--- config.mk ---
export PLATFORM = sky130hd
export DESIGN_NAME = sfa_queue
export DESIGN_NICKNAME = d
export VERILOG_FILES = /design/src/rtl/core/assert_macros.svh /design/src/rtl/core/sfa_pkg.sv /design/src/rtl/core/sfa_queue.sv
export SDC_FILE = /design/constraint.sdc
export NUM_CORES = 1
export LEC_CHECK = 0
export ABC_AREA = 1
export BUFFER_PORTS_ARGS = -buffer_cell sky130_fd_sc_hd__buf_2
export CAP_MARGIN = 20
export CORE_ASPECT_RATIO = 1.4
export CORE_UTILIZATION = 25
export CTS_BUF_LIST = sky130_fd_sc_hd__clkbuf_4
export DETAILED_ROUTE_END_ITERATION = 16
export PLACE_DENSITY = 0.41
export SLEW_MARGIN = 15
export SYNTH_ARGS = -nofsm -noshare
export SYNTH_HDL_FRONTEND = slang
export SYNTH_SLANG_ARGS = --single-unit
--- constraint.sdc ---
create_clock -name clk -period 9.9 [get_ports clk]
set_input_delay 0.99 -clock clk [delete_from_list [all_inputs] [get_ports clk]]
set_output_delay 0.99 -clock clk [all_outputs]
set_load 0.03 [all_outputs]
--- src/rtl/core/assert_macros.svh ---
// Assertion macros shared by the RTL of the spring force accumulator.
// Both expect a clock named clk and an active-low reset named arst_n in scope.
`ifndef ASSERT_MACROS_SVH
`define ASSERT_MACROS_SVH

// Property that holds in the same cycle as its trigger.
`define SFA_ASSERT(lbl, prop, msg) \
	lbl: assert property (@(posedge clk) disable iff (!arst_n) (prop)) else $error(msg);

// Consequence checked in the cycle after the trigger.
`define SFA_ASSERT_NEXT(lbl, ante, cons, msg) \
	lbl: assert property (@(posedge clk) disable iff (!arst_n) (ante) |=> (cons)) else $error(msg);

`endif

--- src/rtl/core/sfa_pkg.sv ---
// Package for the spring force accumulator: queue entry type, back-end states,
// constants and small arithmetic helpers. No dependencies.
package sfa_pkg;

	localparam logic [15:0] STIFF_RESET     = 16'd640;
	localparam int          SFA_QUEUE_DEPTH = 2;

	localparam logic signed [48:0] ACC_MAX = 49'sh0_7fff_ffff_ffff;
	localparam logic signed [48:0] ACC_MIN = -49'sh0_8000_0000_0000;
	localparam logic signed [47:0] OUT_MAX = 48'sh0000_7fff_ffff;
	localparam logic signed [47:0] OUT_MIN = -48'sh0000_8000_0000;

	typedef struct packed {
		logic signed [32:0] dx;
		logic signed [32:0] dy;
		logic signed [32:0] dz;
		logic [30:0]        rest;
		logic               last;
		logic               zero;
	} spring_t;

	typedef struct packed {
		logic pop;
		logic zero_seen;
	} back_stat_t;

	typedef enum logic [8:0] {
		ST_IDLE  = 9'b000000001,
		ST_SQ    = 9'b000000010,
		ST_GO    = 9'b000000100,
		ST_ROOT  = 9'b000001000,
		ST_PROD  = 9'b000010000,
		ST_DIV   = 9'b000100000,
		ST_TERM  = 9'b001000000,
		ST_FORCE = 9'b010000000,
		ST_FIN   = 9'b100000000
	} back_state_t;

	function automatic logic [31:0] mag33(input logic signed [32:0] d);
		logic [32:0] n;
		n = -d;
		return d[32] ? n[31:0] : d[31:0];
	endfunction

	function automatic logic out_ovf(input logic signed [47:0] s);
		return (s > OUT_MAX) || (s < OUT_MIN);
	endfunction

	function automatic logic [31:0] out_sat(input logic signed [47:0] s);
		logic [31:0] r;
		if (s > OUT_MAX) begin
			r = 32'h7fff_ffff;
		end else if (s < OUT_MIN) begin
			r = 32'h8000_0000;
		end else begin
			r = s[31:0];
		end
		return r;
	endfunction

endpackage

--- src/rtl/core/sfa_queue.sv ---
// Short spring queue between front and back end.
// Depends on sfa_pkg.
module sfa_queue import sfa_pkg::*; #(
	parameter int DEPTH = SFA_QUEUE_DEPTH
) (
	input  logic    clk,
	input  logic    arst_n,
	input  logic    push,
	input  spring_t push_data,
	input  logic    pop,
	output spring_t head,
	output logic    full,
	output logic    empty
);

	localparam int PW = $clog2(DEPTH);
	localparam int CW = $clog2(DEPTH + 1);

	spring_t        mem_q [DEPTH];
	logic [PW-1:0]  wr_ptr_q, rd_ptr_q;
	logic [CW-1:0]  count_q;

	assign full  = (count_q == CW'(DEPTH));
	assign empty = (count_q == '0);
	assign head  = mem_q[rd_ptr_q];

	always_ff @(posedge clk or negedge arst_n) begin
		if (!arst_n) begin
			wr_ptr_q <= '0;
			rd_ptr_q <= '0;
			count_q  <= '0;
		end else begin
			if (push) begin
				wr_ptr_q <= (wr_ptr_q == PW'(DEPTH - 1)) ? '0 : wr_ptr_q + 1'b1;
			end
			if (pop) begin
				rd_ptr_q <= (rd_ptr_q == PW'(DEPTH - 1)) ? '0 : rd_ptr_q + 1'b1;
			end
			if (push && !pop) begin
				count_q <= count_q + 1'b1;
			end else if (pop && !push) begin
				count_q <= count_q - 1'b1;
			end
		end
	end

	always_ff @(posedge clk) begin
		if (push) begin
			mem_q[wr_ptr_q] <= push_data;
		end
	end

endmodule

## Yosys cells after proc, flatten, opt, wreduce, memory -nomap -nowiden

Memory sizes are Yosys's and may differ from the RTL's.
Index checks and enable logic that the tools add are counted.

- Register bits: 4
- Latch bits: 0
- Bits in writable memories: 264
- Memory bits (read-only): 0
- Input port bits: 136
- Logic and storage cells: 21
- Memories: 1

Memories:

| memory | depth | bits a word | read ports | clocked after Yosys merged registers in | write ports | line | text |
|---|---|---|---|---|---|---|---|
| mem_q | 2 | 132 | 1 | 0 | 1 | sfa_queue.sv:19 | `spring_t mem_q [DEPTH];` |

- Add/sub/neg operators: 4
- Multipliers: 0
- Divide/modulo/power cells: 0
- Order comparisons: 0
- Equality and inequality tests: 1
- Shifts and indexed selects: 0
- Muxes and demuxes: 6
- Bitwise logic cells: 0
- Reductions and logical operators: 6

Operator list:

| cell | count |
|---|---|
| $mux W1 | 4 |
| $mux W2 | 2 |
| $add A1 B1 Y1 const B | 2 |
| $add A2 B1 Y2 const B | 1 |
| $eq A2 B2 Y1 const B | 1 |
| $logic_and A1 B1 Y1 | 2 |
| $logic_not A1 Y1 | 2 |
| $logic_not A2 Y1 | 1 |
| $reduce_bool A2 Y1 | 1 |
| $sub A2 B1 Y2 const B | 1 |

## Depth between registers and ports, before layout

- Word-level depth: 4
- Mapped depth: 7

## Worst setup path before layout

OpenSTA, ideal clock, no wires.

- Path kind: input to register
- Start: in push
- End: mem mem_q[0][0] (netlist bit), enable pin
- Library setup time: 0.628 ns
- Arrival: 6.551 ns
- Required time: 9.272 ns
- Path slack: 2.721 ns
- Cell stages on the path: 2
- Path buffers: 0
- Cells stage by stage: inv_1 > nor2_1

- Longest elaborated chain between the ends: 2

Ends and longest elaborated chain:

| what | line | text |
|---|---|---|
| start: declaration | sfa_queue.sv:8 | `input logic push,` |
| $mux W1 | sfa_queue.sv:48 | `if (push) begin` |
| $mux W1 (implied by the code) | sfa_queue.sv:49 | `mem_q[wr_ptr_q] <= push_data;` |
| end: declaration | sfa_queue.sv:19 |  |

No other way between the ends.

==> results.sh <==
export IMPL_hold_violations=0
export IMPL_fin_setup_tns_ps=0
export IMPL_power_share_combinational=0.355
export IMPL_synthArstFlopShare=0.0149
export IMPL_r2r_start="wr_ptr_q"
export IMPL_drv_slew=0
export IMPL_required_ps=8910
export IMPL_grt_remaining_overflow=0
export IMPL_drt_pass1_iterations=4
export IMPL_htree_levels=3
export IMPL_routed_top_layer="met5"
export IMPL_cp_cell_sequence="buf_4, mux2_2, buf_2"
export IMPL_startpoint_type="register"
export IMPL_cpPeakStageDelay_ps=840
export IMPL_yosysTopAreaCellShare=0.792
export IMPL_port_buffers=269
export IMPL_crit_buf_inv=2
export IMPL_hpwl_um=14400
export IMPL_grt_usage=0.107
export IMPL_m1WireLength_um=6970
export IMPL_period_share=0.409
export IMPL_tightest_slew_ps=986
export IMPL_grt_max_degree=68
export IMPL_antenna_found_initial=3
export IMPL_syn_inst=436
export IMPL_p_sw_frac=0.359
export IMPL_worstPathMaxFanout=60
export IMPL_synth_edff_count=264
export IMPL_die_h_um=239
export IMPL_cp_end_kind="output pin"
export IMPL_min_path_type="in -> reg"
export IMPL_cts_tree="built"
export IMPL_arrival_ps=3060
export IMPL_cap_violations=0
export IMPL_power_density_nw_per_um2=306
export IMPL_yosysMostFrequentCell="edfxtp_1"
export IMPL_numCtsBuffers=70
export IMPL_p_switching_w=0.00141
export IMPL_worst_setup_path_type="reg -> out"
export IMPL_netlist_area_um2=10000
export IMPL_finalCoreUtilization=0.326
export IMPL_grt_pass1_wl_um=32100
export IMPL_first_iter_violations=103
export IMPL_fp_row_count=86
export IMPL_area_growth_pct=28.1
export IMPL_yosysSeqAreaShare=0.802
export IMPL_drive_above_1_share=0.624
export IMPL_max_freq_ghz=0.247
export IMPL_viasPerCell=3.90
export IMPL_ioPinCount=270
export IMPL_crit_slowest_cell="dfrtp_4"
export IMPL_clkSinkCount=268
export IMPL_outcome="complete, no violations"
export IMPL_relSlewSlack=0.343
export IMPL_synth_flop_cell="edfxtp_1"
export IMPL_start_util=0.254
export IMPL_crit_path_start="rd_ptr_q"
export IMPL_yosysWarnings=0
export IMPL_p_int_w=0.00252
export IMPL_ys_ff_latch=268
export IMPL_skew_ps=22.7
export IMPL_vdd_drop_max_uv=109
export IMPL_clkPwrFrac=0.239
export IMPL_die_area_um2=40900
export IMPL_gp_congestion=0.680
export IMPL_via_count=5264
export IMPL_die_w_um=171
export IMPL_drt_wirelength_per_cell_um=16.1
export IMPL_clockBufferDepth=3
export IMPL_cts_setup_buffers=0
export IMPL_synth_common_cells="edfxtp_1 (264), mux2_4 (70), mux2_2 (62)"
export IMPL_clk_insertion_delay_late_ps=690
export IMPL_drtAntennaViolNets=0
export IMPL_clk_pin_slew_ps=60
export IMPL_wl_met2_um=12100
export IMPL_avgSynthCellArea_um2=23.0
export IMPL_routed_wl_met3_um=1980
export IMPL_grt_pass1_vias=5991
export IMPL_hold_start="push_data[88]"
export IMPL_core_um2=39400
export IMPL_seq_power_share=0.407
export IMPL_fillers=3930
export IMPL_drc=0
export IMPL_clockRootBuffer="clkbuf_4"
export IMPL_routed_wl_um=21800
export IMPL_rsz0062_at_grt="false"
export IMPL_yosysUniqueCellTypes=14
export IMPL_synthTopCellsByArea="edfxtp_1 (79%), mux2_4 (10%), mux2_2 (7.0%)"
export IMPL_leakagePower_nw=5.02
export IMPL_yosys_area_top_type="edfxtp_1"
export IMPL_final_nets=905
export IMPL_critical_path_top_delay_family="buffers and inverters"
export IMPL_period_minus_slack_ps=4050
export IMPL_syn_nets=573
export IMPL_setup_viol=0
## cell families (layout without fill, tap and decap cells)
family / count (synthesis) / after routing / share of synthesized area
adders and majority gates: 1 / 1 / 0.00125
buffers and inverters: 22 / 403 / 0.0157
xor gates and xnor gates: 3 / 3 / 0.00262
muxes: 132 / 132 / 0.175
and+or+nand+nor: 10 / 10 / 0.00412
DFF: 268 / 268 / 0.802
other: 0 / 4 / 0
## worst paths after layout
kind,to,slack (ps),cells past startpoint
setup / recovery,head[123],5850,3
hold / removal,mem_q[0][88],480,1
setup reg to reg,mem_q[1][53],7560,3
hold reg to reg,count_q[1],530,2
max in group asynchronous,rd_ptr_q,9090,2
min in group asynchronous,wr_ptr_q,660,2
## state kept, by name (all words and copies together) (netlist names)
name,flops
count_q,2
mem_q,264
rd_ptr_q,1
wr_ptr_q,1
## cell usage in the layout (no fill, tap or decap)
master,Yosys,routed
mux2_4,70,70
edfxtp_1,264,264
diode_2,0,4
nor2_1,3,2
buf_4,0,5
inv_6,0,1
mux2_2,62,62
dlygate4sd3_1,0,1
inv_2,0,1
dfrtp_1,4,3
nand3_1,1,1
ha_1,1,1
xor2_1,2,2
nand4_1,1,1
inv_1,7,6
clkbuf_4,0,95
dfrtp_4,0,1
buf_2,6,269
clkinv_2,0,3
clkinv_1,0,20
xnor2_1,1,1
nor2_4,0,1
nand2_1,5,5
bufinv_16,0,2
## cell type report
class / instances / area (um^2) / share of cell area
clock buffer: 95 / 713 / 0.0556
clock inverter: 26 / 154 / 0.0120
inverter: 7 / 31.3 / 0.00244
antenna: 4 / 10.0 / 0.000780
multi-input combinational: 146 / 1840 / 0.143
sequential: 268 / 8030 / 0.626
timing repair buffer: 275 / 1390 / 0.109
tap: 528 / 661 / 0.0515
## through the flow
step / total power (W) / setup slack (ps) / hold WS (ps) / area [um^2] / cells
6_report: 0.00393 / 5850 / 476 / 12800 / 1349
3_5_place_dp: 0.00306 / 6510 / 508 / 11900 / 1223
3_3_place_gp: 0.00303 / 6570 / 481 / 11900 / 1223
2_1_floorplan: 0.00271 / 2720 / 463 / 10000 / 436
4_1_cts: 0.00403 / 5700 / 355 / 12800 / 1345
5_1_grt: 0.00414 / 5630 / 372 / 12800 / 1347
## power by group through the flow
stage	logic (W)	clock network [W]	registers (W)
after floorplan	0.00111	0	0.00160
after global placement	0.00142	0	0.00161
after detailed placement	0.00143	0	0.00163
after CTS	0.00143	0.000993	0.00160
after global routing	0.00148	0.00104	0.00162
final	0.00139	0.000938	0.00160
## per-layer routing
layer	vias up	GRT usage
met1	2553	0.0909
met2	217	0.202
met3	61	0.0454
met4	2	0.0639
met5	-	0
li1	2431	-
## repair_timing
action,4_1_cts,5_1_grt
resized for setup,0,0
hold buffers,1,0
endpoints found under the hold margin,4,0
No activity file was read; power rests on OpenSTA's default activity.
