`config.mk`:
```
export PLATFORM = sky130hd
export DESIGN_NAME = sfa_front
export DESIGN_NICKNAME = d
export VERILOG_FILES = /design/src/rtl/core/assert_macros.svh /design/src/rtl/core/sfa_pkg.sv /design/src/rtl/core/sfa_front.sv
export SDC_FILE = /design/constraint.sdc
export NUM_CORES = 1
export LEC_CHECK = 0
export BUFFER_PORTS_ARGS = -buffer_cell sky130_fd_sc_hd__buf_4
export CORE_ASPECT_RATIO = 0.75
export CORE_MARGIN = 2
export CORE_UTILIZATION = 46
export DETAILED_ROUTE_END_ITERATION = 8
export PLACE_DENSITY = 0.82
export REMOVE_ABC_BUFFERS = 1
export SLEW_MARGIN = 20
export SYNTH_ARGS = -nofsm -noshare
export SYNTH_HDL_FRONTEND = slang
export SYNTH_SLANG_ARGS = --single-unit
```
`constraint.sdc`:
```
create_clock -name clk -period 6.98 [get_ports clk]
set_clock_uncertainty 0.2 [all_clocks]
set_input_delay 0.349 -clock clk [delete_from_list [all_inputs] [get_ports clk]]
set_output_delay 0.349 -clock clk [all_outputs]
set_load 0.005 [all_outputs]
```
`src/rtl/core/assert_macros.svh`:
```
// Assertion macros shared by the RTL of the spring force accumulator.
// Both expect a clock named clk and an active-low reset named arst_n in scope.
`ifndef ASSERT_MACROS_SVH
`define ASSERT_MACROS_SVH

// Property that holds in the same cycle as its trigger.
`define SFA_ASSERT(lbl, prop, msg) \
	lbl: assert property (@(posedge clk) disable iff (!arst_n) (prop)) else $error(msg);

// Consequence checked in the cycle after the trigger.
`define SFA_ASSERT_NEXT(lbl, ante, cons, msg) \
	lbl: assert property (@(posedge clk) disable iff (!arst_n) (ante) |=> (cons)) else $error(msg);

`endif

```
`src/rtl/core/sfa_pkg.sv`:
```
// Package for the spring force accumulator: queue entry type, back-end states,
// constants and small arithmetic helpers. No dependencies.
package sfa_pkg;

	localparam logic [15:0] STIFF_RESET     = 16'd640;
	localparam int          SFA_QUEUE_DEPTH = 2;

	localparam logic signed [48:0] ACC_MAX = 49'sh0_7fff_ffff_ffff;
	localparam logic signed [48:0] ACC_MIN = -49'sh0_8000_0000_0000;
	localparam logic signed [47:0] OUT_MAX = 48'sh0000_7fff_ffff;
	localparam logic signed [47:0] OUT_MIN = -48'sh0000_8000_0000;

	typedef struct packed {
		logic signed [32:0] dx;
		logic signed [32:0] dy;
		logic signed [32:0] dz;
		logic [30:0]        rest;
		logic               last;
		logic               zero;
	} spring_t;

	typedef struct packed {
		logic pop;
		logic zero_seen;
	} back_stat_t;

	typedef enum logic [8:0] {
		ST_IDLE  = 9'b000000001,
		ST_SQ    = 9'b000000010,
		ST_GO    = 9'b000000100,
		ST_ROOT  = 9'b000001000,
		ST_PROD  = 9'b000010000,
		ST_DIV   = 9'b000100000,
		ST_TERM  = 9'b001000000,
		ST_FORCE = 9'b010000000,
		ST_FIN   = 9'b100000000
	} back_state_t;

	function automatic logic [31:0] mag33(input logic signed [32:0] d);
		logic [32:0] n;
		n = -d;
		return d[32] ? n[31:0] : d[31:0];
	endfunction

	function automatic logic out_ovf(input logic signed [47:0] s);
		return (s > OUT_MAX) || (s < OUT_MIN);
	endfunction

	function automatic logic [31:0] out_sat(input logic signed [47:0] s);
		logic [31:0] r;
		if (s > OUT_MAX) begin
			r = 32'h7fff_ffff;
		end else if (s < OUT_MIN) begin
			r = 32'h8000_0000;
		end else begin
			r = s[31:0];
		end
		return r;
	endfunction

endpackage

```
`src/rtl/core/sfa_front.sv`:
```
// Front end: registers an incoming spring, forms the difference vector and
// flags zero length. Depends on sfa_pkg.
module sfa_front import sfa_pkg::*; (
	input  logic               clk,
	input  logic               arst_n,
	input  logic               in_valid,
	output logic               in_stall,
	input  logic signed [31:0] vertex_x,
	input  logic signed [31:0] vertex_y,
	input  logic signed [31:0] vertex_z,
	input  logic signed [31:0] neighbor_x,
	input  logic signed [31:0] neighbor_y,
	input  logic signed [31:0] neighbor_z,
	input  logic [30:0]        rest_length,
	input  logic               last_spring,
	output logic               push,
	output spring_t            push_data,
	input  logic               q_full
);

	logic    vld_s1;
	spring_t item_s1;
	logic    take;
	logic signed [32:0] dx, dy, dz;

	assign push     = vld_s1 && !q_full;
	assign in_stall = vld_s1 && q_full;
	assign take     = in_valid && !in_stall;

	assign dx = 33'(neighbor_x) - 33'(vertex_x);
	assign dy = 33'(neighbor_y) - 33'(vertex_y);
	assign dz = 33'(neighbor_z) - 33'(vertex_z);

	always_ff @(posedge clk or negedge arst_n) begin
		if (!arst_n) begin
			vld_s1 <= 1'b0;
		end else if (take) begin
			vld_s1 <= 1'b1;
		end else if (push) begin
			vld_s1 <= 1'b0;
		end
	end

	always_ff @(posedge clk) begin
		if (take) begin
			item_s1.dx   <= dx;
			item_s1.dy   <= dy;
			item_s1.dz   <= dz;
			item_s1.rest <= rest_length;
			item_s1.last <= last_spring;
			item_s1.zero <= (dx == '0) && (dy == '0) && (dz == '0);
		end
	end

	assign push_data = item_s1;

endmodule

```
Word level (Yosys, flattened, before mapping)
Cells that the tools add are included.
- logic and storage cells: 23
- register bits: 133
- input port bits: 228
- reduce and logical (&&, ||, !) cells: 11
- add/sub/neg operators: 3
- muxes and demuxes: 2
- operators with widths (operator ; number):
    $logic_not 33->1 ; 3
    $sub 32x32->33 ; 3
    $logic_and 1x1->1 ; 5
    $logic_not 1->1 ; 2
    $mux 1 ; 2
    $reduce_bool 2->1 ; 1

Longest topological paths before layout
- depth after elaboration: 4
- mapped depth: 14

Worst setup path after synthesis
No wires, ideal clock.
- path type: register to register
- start: register vld_s1
- end: register item_s1 (netlist bit push_data[0]) (enable)
- required time: 6.139 ns
- buffers on the path: 0
- library setup time: 0.641 ns
- arrival time: 6.383 ns
- period minus slack after synthesis: 7.223 ns
- setup slack: -0.243 ns
- stages on the path, launching flop included: 3
- path through: dfrtp_1 > and2_1 > nor2b_1
- longest elaborated chain between the ends: 3
- RTL lines (what ; line ; text):
    from (decl) ; sfa_front.sv:21 ; logic vld_s1;
    from (signal assigned) ; sfa_front.sv:36 ; vld_s1 <= 1'b0;
    from (signal assigned) ; sfa_front.sv:38 ; vld_s1 <= 1'b1;
    from (signal assigned) ; sfa_front.sv:40 ; vld_s1 <= 1'b0;
    $logic_and 1x1->1 ; sfa_front.sv:27 ; assign in_stall = vld_s1 && q_full;
    net in_stall ; sfa_front.sv:7 ; output logic in_stall,
    $logic_not 1->1 ; sfa_front.sv:28 ; assign take = in_valid && !in_stall;
    $logic_and 1x1->1 ; sfa_front.sv:28 ;
    net take ; sfa_front.sv:23 ; logic take;
    to (decl) ; sfa_front.sv:22 ; spring_t item_s1;
The timed path passes the listed nets, and every way through them passes these cells.
A chain may end at the register's enable or synchronous reset.

Final worst setup path
- start: input vertex_y[0]
- end: register item_s1 (netlist bit push_data[0]) (data pin)
- longest elaborated chain between the ends: 4
- RTL lines (what ; line ; text):
    from (decl) ; sfa_front.sv:9 ; input logic signed [31:0] vertex_y,
    $sub 32x32->33 ; sfa_front.sv:31 ; assign dy = 33'(neighbor_y) - 33'(vertex_y);
    net dy[16] ; sfa_front.sv:24 ; logic signed [32:0] dx, dy, dz;
    $logic_not 33->1 ; sfa_front.sv:51 ; item_s1.zero <= (dx == '0) && (dy == '0) && (dz == '0);
    $logic_and 1x1->1 (2 in a row) ; sfa_front.sv:51 ;
The timed path passes the listed nets, and every way through them passes these cells.

==> impl_metrics.json <==
{
  "hold_buffers": 34,
  "fmax_ghz": 0.239,
  "synthXorXnorAreaFrac_pct": 6.71,
  "path_class": "input port to flop",
  "power_mw": 2.81,
  "finalHoldViolations": 0,
  "fillers": 1736,
  "synth_compound_area_share_pct": 19.5,
  "synth_fa_ha_area_share_pct": 12.7,
  "synth_edf_count": 132,
  "seqCellArea_um2": 3990,
  "layout-drive-gt1-share_pct": 28.7,
  "insertion_delay_ps": 430,
  "dr.pass1.iters": 6,
  "fp.dieH_um": 131,
  "status": "finished, final reports clean",
  "peakVddDrop_uv": 171,
  "cts.root.buffer_cell": "clkbuf_16",
  "drv_cap": 0,
  "ios": 362,
  "num_vias": 9627,
  "fin_nets": 1768,
  "start_kind": "input port",
  "cts.sinks": 133,
  "postSynthCellCount": 1044,
  "setup_viol": 0,
  "fp-row-count": 46,
  "crit_path_end_kind": "flop",
  "p_per_area_nw_per_um2": 202,
  "cts_resized": 0,
  "synth_top_family_by_area": "compound AO/OA/AOI/OAI gates",
  "drtAntennaViolNets": 0,
  "grt_pass1_vias": 9259,
  "ys_ff_latch": 133,
  "crit_required_ps": 7080,
  "ys_types": 77,
  "multiInputGateArea_um2": 5380,
  "final_core_utilization_pct": 65.6,
  "grt_usage_pct": 27.8,
  "post_drt_wl_per_cell_um": 18.6,
  "route.detailed.drc": 0,
  "grt_antenna_before_repair": 4,
  "synth-simple-area-share_pct": 15.0,
  "stdcell_count": 1745,
  "worstMarginPinSlew_ps": 709,
  "area_delta_synth_final_pct": 39.9,
  "fp.dieW_um": 174,
  "cts_tree": "built",
  "synth.mux.area_fraction_pct": 0.202,
  "slew_headroom_pct": 51.5,
  "synth-main-ff-cell": "edfxtp_1",
  "clkTransAtPathRegs_ps": 70,
  "dp.cells": 1675,
  "leakagePower_nw": 6.37,
  "place_hpwl_um": 25500,
  "core_um2": 21200,
  "synthesis.area_um2": 9930,
  "via_per_inst": 5.52,
  "min-delay-path-class": "input port to asynchronous set/reset pin",
  "cts_setup_buffers": 0,
  "numCtsBuffers": 17,
  "dieArea_um2": 22800,
  "ys_warn_count": 0,
  "numPortBuffers": 361,
  "rsz0062_at_grt": "false",
  "grt_first_pass_wirelength_um": 49500,
  "crit_fanout": 4,
  "grt_max_degree": 82,
  "start_util_pct": 46.9,
  "finalWeightedCongestion": 0.931,
  "wl_um": 32400,
  "drt-initial-drc-count": 676,
  "clk_path_buf_depth": 2,
  "async_flop_share_pct": 0.752,
  "cp.arrival_ps": 4280,
  "r2r_setup_slack_ps": 4910,
  "period_share_pct": 59.9,
  "period_minus_slack_ps": 4180,
  "seq_area_frac_synth_pct": 40.2,
  "avgSynthCellArea_um2": 9.51,
  "maxSlewViolCount": 0,
  "htree_levels": 4,
  "overflow": 0
}
## cell usage after synthesis (9+ instances only)
master	n	area share (%)
clkbuf_1	15	0.57
o21a_1	16	1.2
nor2_1	76	2.9
ha_1	96	12
xor2_1	30	2.6
xnor2_1	46	4.1
a2111oi_0	9	0.79
nand3_1	18	0.91
nor2b_1	13	0.82
nand4_1	19	1.2
a21o_1	29	2.2
edfxtp_1	132	40
o21ai_0	52	2.6
inv_1	128	4.8
nand2b_1	15	0.95
nor3_1	23	1.2
o211ai_1	14	1.1
a21oi_1	98	4.9
o21bai_1	15	1.1
nand2_1	59	2.2
## final cells by class
class	count	share of cell area (%)
inverter	129	3.49
multi-input combinational	762	38.7
antenna	3	0.0541
sequential	133	28.7
tap	288	2.59
timing repair buffer	398	22.2
clock buffer	17	3.06
clock inverter	15	1.13
## path summary, 6_finish.rpt
check,depth (start not counted),start,endpoint
min,2,arst_n,vld_s1$_DFFE_PN0P_
max reg2reg,4,vld_s1$_DFFE_PN0P_,push_data[124]$_DFFE_PP_
max,14,vertex_y[0],push_data[0]$_DFFE_PP_
min reg2reg,2,vld_s1$_DFFE_PN0P_,vld_s1$_DFFE_PN0P_
min in group clk,3,vertex_z[0],push_data[33]$_DFFE_PP_
max in group asynchronous,2,arst_n,vld_s1$_DFFE_PN0P_
## critical path, cell delays in order
cell,delay [ps]
buf_4,110
ha_1,210
fa_1,400
nand2b_1,180
a211oi_1,420
o21ai_1,250
o21bai_1,260
a21oi_1,110
xnor2_1,140
or4b_2,660
nor4b_1,520
nand4_1,190
nor4b_1,280
and4_1,210
## cell families (layout without fill, tap and decap cells)
| kind of cell | Yosys count | after routing |
|---|---|---|
| AOI/OAI and AO/OA | 298 | 298 |
| xor gates and xnor gates | 76 | 76 |
| adders and majority gates | 99 | 99 |
| buffers and inverters | 149 | 559 |
| DFF | 133 | 133 |
| muxes | 2 | 2 |
| other | 0 | 3 |
| and+or+nand+nor | 287 | 287 |
## power by group
group / switching (mW) / total, mW / internal [mW]
sequential: 0.0283 / 1.02 / 0.995
clock: 0.413 / 0.892 / 0.479
combinational: 0.486 / 0.896 / 0.410
## layout by cell type (no fill, tap or decap), types with 4 or more instances in the layout
cell           instances
a211oi_1               5
dlygate4sd3_1         34
nor4_1                 8
nor3_1                23
o211ai_1              14
xor2_1                30
nand4_1               19
a21oi_1               98
or2_2                  4
o21ai_1                5
and3_1                 7
a31oi_1                8
or4_1                  7
clkbuf_16             17
a2111oi_0              9
inv_8                  6
nand2_1               59
edfxtp_1             132
inv_6                  4
o21bai_1              15
xnor2_1               46
nand2b_1              15
nor2_1                76
o21a_1                16
inv_1                128
ha_1                  96
or3_1                  7
nor2b_1               12
o21ai_0               52
nand3_1               18
buf_4                363
and2_1                 8
a21o_1                29
o31ai_1                5
## layer usage
layer	part of all wire, %	wire, um	track usage, %	vias to the layer above
li1	-	-	-	4629
met1	42	13500	35.7	4470
met2	48	15500	46.6	471
met3	7.6	2470	5.35	57
met4	2.9	954	10.4	0
met5	0	0	0	-
## sequential cells by signal, indices dropped and copies added (netlist names)
register   flops
push_data    132
vld_s1         1
## stage by stage
stage                     cell area [um^2]  TNS, ps  setup slack, ps  hold slack, ps
after detailed placement             12900        0             2400           -74.6
final                                13900        0             2800            52.3
after global placement               12900        0             2470           -75.8
after floorplan                       9850   -32140             -243            -147
after CTS                            13900        0             2840            14.1
after global routing                 13900        0             2560            53.7
(Power assumes the default switching activity.)
